==> src/hdl/rlc_div_cell.sv <==
// rlc_div_cell: one restoring division step for several lanes, with a sideband stage
// no dependencies
module rlc_div_cell #(
   parameter int LANES = 1,
   parameter int NW    = 8,
   parameter int DW    = 8,
   parameter int SBW   = 1
) (
   input  logic                       clock,
   input  logic                       reset,
   input  logic                       in_valid,
   input  logic [LANES-1:0][NW-1:0]   in_num,
   input  logic [LANES-1:0][DW-1:0]   in_rem,
   input  logic [LANES-1:0][DW-1:0]   in_div,
   input  logic [SBW-1:0]             in_side,
   output logic                       out_valid,
   output logic [LANES-1:0][NW-1:0]   out_num,
   output logic [LANES-1:0][DW-1:0]   out_rem,
   output logic [LANES-1:0][DW-1:0]   out_div,
   output logic [SBW-1:0]             out_side
);

   logic                     valid_ff;
   logic [LANES-1:0][NW-1:0] num_ff, num_in;
   logic [LANES-1:0][DW-1:0] rem_ff, rem_in;
   logic [LANES-1:0][DW-1:0] div_ff;
   logic [SBW-1:0]           side_ff;
   logic [LANES-1:0][DW:0]   trial;
   logic [LANES-1:0]         ge;

   always_comb begin
      for (int i = 0; i < LANES; i++) begin
         trial[i]  = {in_rem[i], in_num[i][NW-1]};
         ge[i]     = trial[i] >= {1'b0, in_div[i]};
         rem_in[i] = ge[i] ? DW'(trial[i] - {1'b0, in_div[i]}) : trial[i][DW-1:0];
         num_in[i] = {in_num[i][NW-2:0], ge[i]};
      end
   end

   always_ff @(posedge clock) begin
      if (reset) begin
         valid_ff <= 1'b0;
      end else begin
         valid_ff <= in_valid;
      end
   end

   always_ff @(posedge clock) begin
      num_ff  <= num_in;
      rem_ff  <= rem_in;
      div_ff  <= in_div;
      side_ff <= in_side;
   end

   assign out_valid = valid_ff;
   assign out_num   = num_ff;
   assign out_rem   = rem_ff;
   assign out_div   = div_ff;
   assign out_side  = side_ff;

endmodule

==> src/hdl/rlc_div_chain.sv <==
// rlc_div_chain: row of division cells, one quotient bit per cell, lanes side by side
// depends on rlc_div_cell
module rlc_div_chain #(
   parameter int LANES = 1,
   parameter int NW    = 8,
   parameter int DW    = 8,
   parameter int SBW   = 1
) (
   input  logic                       clock,
   input  logic                       reset,
   input  logic                       in_valid,
   input  logic [LANES-1:0][NW-1:0]   in_num,
   input  logic [LANES-1:0][DW-1:0]   in_div,
   input  logic [SBW-1:0]             in_side,
   output logic                       out_valid,
   output logic [LANES-1:0][NW-1:0]   out_quot,
   output logic [LANES-1:0][DW-1:0]   out_rem,
   output logic [SBW-1:0]             out_side
);

   logic [NW:0]                       valid_s;
   logic [NW:0][LANES-1:0][NW-1:0]    num_s;
   logic [NW:0][LANES-1:0][DW-1:0]    rem_s;
   logic [NW:0][LANES-1:0][DW-1:0]    div_s;
   logic [NW:0][SBW-1:0]              side_s;

   assign valid_s[0] = in_valid;
   assign num_s[0]   = in_num;
   assign rem_s[0]   = '0;
   assign div_s[0]   = in_div;
   assign side_s[0]  = in_side;

   for (genvar k = 0; k < NW; k++) begin : g_cell
      rlc_div_cell #(
         .LANES (LANES),
         .NW    (NW),
         .DW    (DW),
         .SBW   (SBW)
      ) u_cell (
         .clock     (clock),
         .reset     (reset),
         .in_valid  (valid_s[k]),
         .in_num    (num_s[k]),
         .in_rem    (rem_s[k]),
         .in_div    (div_s[k]),
         .in_side   (side_s[k]),
         .out_valid (valid_s[k+1]),
         .out_num   (num_s[k+1]),
         .out_rem   (rem_s[k+1]),
         .out_div   (div_s[k+1]),
         .out_side  (side_s[k+1])
      );
   end

   assign out_valid = valid_s[NW];
   assign out_quot  = num_s[NW];
   assign out_rem   = rem_s[NW];
   assign out_side  = side_s[NW];

endmodule

==> config.mk <==
export PLATFORM = sky130hd
export DESIGN_NAME = rlc_div_chain
export DESIGN_NICKNAME = d
export VERILOG_FILES = /design/src/hdl/rlc_div_cell.sv /design/src/hdl/rlc_div_chain.sv
export SDC_FILE = /design/constraint.sdc
export NUM_CORES = 1
export LEC_CHECK = 0
export BUFFER_PORTS_ARGS = -buffer_cell sky130_fd_sc_hd__buf_4
export CORE_ASPECT_RATIO = 0.5
export CORE_MARGIN = 3
export CORE_UTILIZATION = 36
export DETAILED_ROUTE_END_ITERATION = 6
export SLEW_MARGIN = 40
export SYNTH_ARGS = -nofsm -noshare
export SYNTH_HDL_FRONTEND = slang
export SYNTH_SLANG_ARGS = --single-unit
==> constraint.sdc <==
create_clock -name clock -period 4.5 [get_ports clock]
set_input_delay 0.45 -clock clock [delete_from_list [all_inputs] [get_ports clock]]
set_output_delay 0.45 -clock clock [all_outputs]
set_load 0.01 [all_outputs]
* Yosys cells after proc, flatten, opt, wreduce, memory -nomap -nowiden
Cells that the tools add are included.
** Word-level totals
- Output and inout bits :: 18
- Register bits after elaboration :: 200
** Operators by class
- Multiplexer cells :: 8
- Add/subtract/negate cells :: 8
- $lt $le $gt $ge :: 8
** Operators with widths (number)
- 9-bit by 8-bit greater-or-equal comparator with 1-bit output :: 7
- 8-bit two-way mux :: 7
- 8-bit subtractor :: 7
- 1-bit by 8-bit greater-or-equal comparator with 1-bit output :: 1
- 1-bit by 8-bit subtractor with 8-bit output :: 1
- 1-bit two-way mux :: 1

* Depth between registers and ports, before layout
Gate-level depths: netlist of the first run.
- Depth after elaboration :: 2
- Mapped depth :: 9

* By module
A second synthesis of the first run with hierarchy kept.
** Second synthesis, totals
- Cell total of the unflattened synthesis :: 765
- Area, all modules :: 8399.3 um^2
** By module, submodules not included
- rlc_div_cell (g_cell[1].u_cell ...) :: instances 6, cells an instance 96, area an instance 1047.3 um^2, sequential area each 520.5 um^2
- rlc_div_cell (g_cell[0].u_cell) :: instances 1, cells an instance 93, area an instance 1066.0 um^2, sequential area each 520.5 um^2
- rlc_div_cell (g_cell[4].u_cell) :: instances 1, cells an instance 95, area an instance 1046.0 um^2, sequential area each 520.5 um^2
- rlc_div_chain :: instances 1, cells an instance 1, area an instance 3.8 um^2, sequential area each 0.0 um^2

* Worst setup path after synthesis of the first run
Ideal clock, no wire load.
- Kind :: reg-to-reg
- Start point :: register g_cell[0].u_cell.div_ff (netlist bit g_cell[0].u_cell.out_div[6])
- End point :: register g_cell[1].u_cell.rem_ff (netlist bit g_cell[1].u_cell.out_rem[2])
- Data required time :: 4.379 ns
- Period minus slack after synthesis :: 2.029 ns
- Data arrival time :: 1.908 ns
- Stages on the path, launching flop included :: 8
- Setup slack :: 2.471 ns
- Cells stage by stage :: dfxtp_1 -> inv_1 -> ha_1 -> a21oi_1 -> o21ai_0 -> a21boi_0 -> a21boi_2 -> mux2_2
** RTL lines
- start: declaration :: RTL line rlc_div_cell.sv:26 : logic [LANES-1:0][DW-1:0] div_ff;
- start signal: assignment :: RTL line rlc_div_cell.sv:51 : div_ff <= in_div;
- end signal: assignment :: RTL line rlc_div_cell.sv:50 : rem_ff <= rem_in;
- end: declaration :: RTL line rlc_div_cell.sv:25 : logic [LANES-1:0][DW-1:0] rem_ff, rem_in;

==> results of run 1 <==
[synth_stat cells, types with 9 or more instances]
| cell type | number | area [um2] |
|---|---|---|
| a21oi_1 | 32 | 160 |
| dfxtp_1 | 200 | 4000 |
| ha_1 | 58 | 726 |
| inv_1 | 79 | 297 |
| mux2_2 | 19 | 214 |
| mux2i_1 | 11 | 110 |
| nand2_1 | 35 | 131 |
| nand2b_1 | 9 | 56.3 |
| nand3_1 | 10 | 50.1 |
| nor2_1 | 23 | 86.3 |
| nor2b_1 | 21 | 131 |
| nor3_1 | 9 | 45.0 |
| o21a_1 | 11 | 82.6 |
| o21ai_0 | 47 | 235 |
| xnor2_1 | 11 | 96.3 |
| xor2_1 | 12 | 105 |
[how the worst max path moves through the flow]
stage	cells after the start	to	startpoint
4_1_cts	7	g_cell[3].u_cell.out_rem[7]$_DFF_P_	g_cell[2].u_cell.out_div[6]$_DFF_P_
3_3_place_gp	7	g_cell[7].u_cell.out_rem[7]$_DFF_P_	g_cell[6].u_cell.out_div[6]$_DFF_P_
2_1_floorplan	7	g_cell[1].u_cell.out_rem[2]$_DFF_P_	g_cell[0].u_cell.out_div[6]$_DFF_P_
6_report	7	g_cell[5].u_cell.out_rem[5]$_DFF_P_	g_cell[4].u_cell.out_div[3]$_DFF_P_
5_1_grt	7	g_cell[5].u_cell.out_rem[6]$_DFF_P_	g_cell[4].u_cell.out_div[3]$_DFF_P_
3_5_place_dp	7	g_cell[3].u_cell.out_rem[7]$_DFF_P_	g_cell[2].u_cell.out_div[6]$_DFF_P_
[where the power goes]
| part | internal (mW) | switching (mW) |
|---|---|---|
| combinational | 0.679 | 0.717 |
| sequential | 2.05 | 0.116 |
| clock | 0.743 | 0.731 |
[layout by cell type, fill, tap and decap left out, types with 12 or more instances in the layout]
master	count
dfxtp_1	200
nor2b_1	21
ha_1	58
nand2_1	35
buf_4	38
inv_1	79
nor2_1	23
a21oi_1	32
mux2_2	19
xor2_1	12
o21ai_0	47
clkbuf_16	17
[flip-flops by register name (all words and copies together), names as in the netlist]
signal / flops
g_cell.u_cell.out_div: 56
g_cell.u_cell.out_num: 64
g_cell.u_cell.out_rem: 64
g_cell.u_cell.out_side: 8
g_cell.u_cell.out_valid: 8
[kinds of logic (layout without fill, tap and decap cells)]
kind of cell,after synthesis,in the layout,synth area share (%)
buffers and inverters,85,151,4.45
AO/OA/AOI/OAI,142,142,12.5
adder cells (fa/ha/maj),65,65,11.7
flip-flops,200,200,54.3
XOR/XNOR,23,23,2.73
AND/OR/NAND/NOR,139,139,9.83
multiplexers,30,30,4.40
[critical path, stage by stage (launching register included)]
cell	delay, ps
dfxtp_1	370
inv_1	60
ha_1	370
a21o_1	180
a21oi_1	140
o21ai_0	240
a21oi_2	460
mux2_2	400
[routing by layer]
| metal | GRT usage [%] | share of wire, % | vias to the layer above |
|---|---|---|---|
| met5 | 0 | 0 | - |
| met4 | 4.32 | 1.3 | 0 |
| met3 | 3.36 | 3.9 | 15 |
| met2 | 18.6 | 46 | 66 |
| met1 | 13.8 | 49 | 2122 |
| li1 | - | - | 2435 |
[final cells by class]
| type | count | area [um2] | share of cell area [%] |
|---|---|---|---|
| clock buffers | 17 | 425 | 4.97 |
| clock inverters | 15 | 158 | 1.84 |
| inverters | 80 | 302 | 3.52 |
| multi-input cells | 399 | 3050 | 35.6 |
| flip-flops and latches | 200 | 4000 | 46.8 |
| well taps | 266 | 333 | 3.89 |
| repair buffers | 39 | 290 | 3.39 |
[per-stage QoR]
stage | setup WS [ps] | hold slack (ps) | util, % | area (um2) | std cells
final | 2170 | 117 | 43.3 | 8560 | 1016
after detailed placement | 2120 | 312 | 40.3 | 7970 | 984
after global placement | 2160 | 310 | 40.2 | 7950 | 982
after CTS | 2100 | 94.4 | 43.2 | 8550 | 1016
after floorplan | 2470 | 310 | - | 7370 | 684
after global routing | 2000 | 93.7 | 43.3 | 8560 | 1016
==> impl_metrics.tcl, run 1 <==
set metrics [dict create \
    dp_hpwl_um 9050 \
    grt_max_degree 21 \
    final_layout_size_suffix_gt1_share_pct 13.9 \
    post-route-drc-count 0 \
    setup-tns-final_ps 0 \
    cts_root_buf "clkbuf_16" \
    antenna_cells 0 \
    rows 36 \
    cts_tree "yes" \
    period_minus_slack_ps 2330 \
    slew_violations 0 \
    cts_resized 0 \
    synth_nets 769 \
    clock_path_buffers 2 \
    start_util_pct 37.3 \
    clock-sinks 200 \
    synth_edf_count 0 \
    gr-total-overflow 0 \
    ioPinCount 38 \
    synthesis.area_um2 7370 \
    clkTransAtPathRegs_ps 70 \
    synth_cells 684 \
    fmax_mhz 430 \
    cts-buffers-inserted 17 \
    ir_drop_mv 0.273 \
    routed_wl_um 12000 \
    ys.warnings.count 0 \
    coreArea_um2 19800 \
    wire_per_inst_um 11.9 \
    async_flop_share_pct 0 \
    finalHoldViolations 0 \
    fp.dieW_um 208 \
    cts_setup_buffers 0 \
    syn2layout_area_growth_pct 16.2 \
    p_total_mw 5.04 \
    setup_viol 0 \
    rr_worst_depth 7 \
    clk-insertion-delay-late_ps 430 \
    hold_depth 1 \
    fill_cells 1837 \
    synth_cell_types 51 \
    drv_cap 0 \
    power.density_nw_per_um2 589 \
    worst_ep_arrival_time_ps 2640 \
    crit_fanout 8 \
    holdCritPathClass "input pin to flop" \
    syn_avg_cell_area_um2 10.8 \
    r2r-end "g_cell[5].u_cell.out_rem[5]$_DFF_P_" \
    hold_end "g_cell[0].u_cell.out_num[5]$_DFF_P_" \
    cts_hold_buf 0 \
    outcome "completed" \
    dieArea_um2 22300 \
    nets 822 \
    final.period_utilization_pct 51.7 \
    rr_startpoint "g_cell[4].u_cell.out_div[3]$_DFF_P_" \
    portBuffers 37 \
    worstMarginPinSlew_ps 625 \
    num_vias 4638 \
    synthFlopType "dfxtp_1" \
    rsz0062_at_grt "false" \
    antenna_found_initial 0 \
    track_usage_pct 11.2 \
    ys_ff_latch 200 \
    grt_pass1_wl_um 20300 \
    drtIter0Drc 122 \
    power.leakage_nw 3.95 \
    seq_area_frac_synth_pct 54.3 \
    slew_headroom_pct 58.1 \
    htreeDepth 4 \
    cp-start-kind "flop" \
    regToRegSetupSlack_ps 2170 \
    critPathRequiredTime_ps 4820 \
    fp.dieH_um 107 \
    grt_pass1_vias 4497 \
    vias_per_cell 4.56 \
    place_congestion 0.888 \
    antenna_left 0 \
    drtPass1Iterations 4 \
    crit_path_end_kind "flop" \
    worstHoldStart "in_num[4]" \
    fin_skew_ps 10.4 \
    worstSetupPathType "flop to flop" \
]
Power figures use the tool's default switching activity.
==> run 2, diff against run 1 <==
- ABC_AREA: unset -> 1
- clock period: 4.5 -> 1.91 ns (I/O delays scaled with it)
==> run 2 against run 1 <==
Against the previous run: highest routed layer unchanged; combinational power rose to 2.9 times the previous value; critical path type unchanged; fmax up 32%; critical endpoint is now g_cell[5].u_cell.out_rem[0]$_DFF_P_; sequential power rose by 140%.
==> impl_metrics.tcl, run 2 <==
set metrics [dict create \
    grt_pass1_wl_um 25300 \
    finalHoldViolations 0 \
    cp_slowest_cell "dfxtp_1" \
    setup_viol 0 \
    critPathMostFrequentCell "nand2_1" \
    place_congestion 0.843 \
    rsz0062_at_grt "false" \
    rows 38 \
    rr_startpoint "g_cell[4].u_cell.out_div[2]$_DFF_P_" \
    synthFlopType "dfxtp_1" \
    fin_util_pct 43.5 \
    wl_met1_um 6680 \
    drtPass1Iterations 4 \
    track_usage_pct 12.7 \
    ys.warnings.count 0 \
    final.period_utilization_pct 92.2 \
    critical_path.cell_chain "inv_1 > ha_1 > or2_1 > nand3b_1 > nand2_1 > nand2_4 > nand2_4 > nand2_1 > nand2_1" \
    ir_drop_mv 0.592 \
    crit_path_end_kind "flop" \
    gr-total-overflow 0 \
    crit_buf_inv 1 \
    crit_family "simple AND/OR/NAND/NOR gates" \
    ioPinCount 38 \
    syn2layout_area_growth_pct 16.7 \
    outcome "completed" \
    synth_most_common_cell "nand2_1" \
    cts_tree "yes" \
    slew_headroom_pct 66.7 \
    synth_nets 1092 \
    wire_per_inst_um 10.5 \
    worstHoldStart "g_cell[0].u_cell.out_num[1]$_DFF_P_" \
    clock-sinks 200 \
    holdCritPathClass "flop to flop" \
    grt_max_degree 17 \
    drtIter0Drc 246 \
    nets 1160 \
    cp-startpoint "g_cell[4].u_cell.out_div[2]$_DFF_P_" \
    synth_edf_count 0 \
    clkTransAtPathRegs_ps 70 \
    clk-insertion-delay-late_ps 430 \
    post-route-drc-count 0 \
    power.density_nw_per_um2 1320 \
    hold_depth 0 \
    critPathMaxStageDelay_ps 380 \
    synth_cell_types 32 \
    synth_area_leader_cell "dfxtp_1" \
    critPathRequiredTime_ps 2230 \
    dieArea_um2 24700 \
    synthTopCellsByCount "nand2_1, dfxtp_1, inv_1, nand3_1, ha_1" \
    seq_area_frac_synth_pct 48.8 \
    highest_layer "met4" \
    synthesis.area_um2 8200 \
    synth_cells 1007 \
    ys_ff_latch 200 \
    async_flop_share_pct 0 \
    power.leakage_nw 5.12 \
    cts-buffers-inserted 17 \
    setup-tns-final_ps 0 \
    routed_wl_um 14600 \
    cp-start-kind "flop" \
    fp.dieW_um 219 \
    num_vias 5996 \
    antenna_found_initial 0 \
    period_minus_slack_ps 1760 \
    clock_path_buffers 2 \
    antenna_cells 0 \
    syn_avg_cell_area_um2 8.14 \
    wl_met3_um 408 \
    hold_end "g_cell[1].u_cell.out_num[2]$_DFF_P_" \
    cts_setup_buffers 0 \
    vias_per_cell 4.33 \
    grt_pass1_vias 5828 \
    final_layout_size_suffix_gt1_share_pct 9.12 \
    dp_hpwl_um 11300 \
    regToRegSetupSlack_ps 150 \
    final_common_cell "nand2_1" \
    worst_ep_arrival_time_ps 2090 \
    fmax_mhz 568 \
    mostFrequentLayoutCells "nand2_1, dfxtp_1, inv_1, nand3_1, ha_1" \
    crit_fanout 9 \
    fp.dieH_um 113 \
    synth_top_area_share_pct 48.8 \
    worstMarginPinSlew_ps 495 \
    rr_worst_depth 9 \
    portBuffers 37 \
    antenna_left 0 \
    met2_length_um 7070 \
    drv_cap 0 \
    synthTopCellsByArea "dfxtp_1, nand2_1, ha_1" \
    slew_violations 0 \
    fin_skew_ps 8.59 \
    worstSetupPathType "flop to flop" \
    start_util_pct 37.2 \
    r2r-end "g_cell[5].u_cell.out_rem[0]$_DFF_P_" \
    htreeDepth 4 \
    cts_root_buf "clkbuf_16" \
    coreArea_um2 22000 \
]
run 2: changes by cell type in the layout (fill, tap and decap cells not counted), moves of 10 or more:
cell / before / now
nor2b_1: 21 / 0
nand2_4: 0 / 13
inv_1: 79 / 169
dlygate4sd3_1: 0 / 19
nand4_1: 3 / 13
mux2i_1: 11 / 0
o21ai_0: 47 / 1
nand3_1: 10 / 102
nand2_1: 35 / 304
mux2_2: 19 / 0
nor2_1: 23 / 52
o21a_1: 11 / 0
a21oi_1: 32 / 22
run 2: what timing repair did:
| item | 4_1_cts | 5_1_grt |
|---|---|---|
| gates resized for setup | 0 | 2 |
| setup endpoints to repair | 0 | 14 |
| endpoints found under the hold margin | 25 | 0 |
| hold buffers | 19 | 0 |
run 2: per-stage QoR:
step / power (mW) / setup slack, ps / std cells / instance area (um2) / hold slack (ps)
floorplan: 8.30 / 382 / 1007 / 8200 / 219
global placement: 9.19 / 159 / 1337 / 8810 / 296
detailed placement: 9.24 / 132 / 1337 / 8810 / 298
CTS: 12.8 / 119 / 1385 / 9560 / 318
global route: 13.6 / 11.7 / 1385 / 9570 / 324
finish: 12.7 / 149 / 1385 / 9570 / 318
run 2: worst register-to-register path, delay by kind of cell, from the launching register on:
family	cells	cell delay, ps
buffers and inverters	1	60
adder cells (fa/ha/maj)	1	340
flip-flops	1	380
AND/OR/NAND/NOR	7	860
run 2: cells by family (layout without fill, tap and decap cells):
group | Yosys count | after routing | share of synthesized area [%]
flip-flops | 200 | 200 | 48.8
adder cells (fa/ha/maj) | 65 | 65 | 10.6
AND/OR/NAND/NOR | 510 | 510 | 27.5
AO/OA/AOI/OAI | 30 | 30 | 2.33
buffers and inverters | 181 | 259 | 8.53
XOR/XNOR | 21 | 21 | 2.24
run 2: where the power goes:
group | internal [mW] | switching, mW | total [mW]
registers | 4.84 | 0.322 | 5.17
logic | 1.62 | 2.40 | 4.02
clock network | 1.95 | 1.52 | 3.47
total | 8.42 | 4.24 | 12.7
run 2: area by class of cell:
cell class                      instances  area (um2)
Multi-Input combinational cell        626        3500
Fill cell                            2155       12400
Inverter                              173         649
Clock buffer                           19         443
Tap cell                              300         375
Clock inverter                         10         120
Sequential cell                       200        4000
Timing Repair Buffer                   57         475
run 2: worst max path at each step:
stage                                                      to  slack [ps]  cells past startpoint
after floorplan           g_cell[5].u_cell.out_rem[7]$_DFF_P_         380                      9
after global placement    g_cell[5].u_cell.out_rem[7]$_DFF_P_         160                      9
after detailed placement  g_cell[5].u_cell.out_rem[7]$_DFF_P_         130                      9
after CTS                 g_cell[5].u_cell.out_rem[0]$_DFF_P_         120                      9
after global routing      g_cell[5].u_cell.out_rem[5]$_DFF_P_          10                      9
final                     g_cell[5].u_cell.out_rem[0]$_DFF_P_         150                      9
run 2: per-layer routing:
metal | vias up | GRT usage (%)
met3 | 34 | 3.43
met5 | - | 0
met4 | 0 | 6.68
met1 | 2642 | 14.2
li1 | 3243 | -
met2 | 77 | 22.2
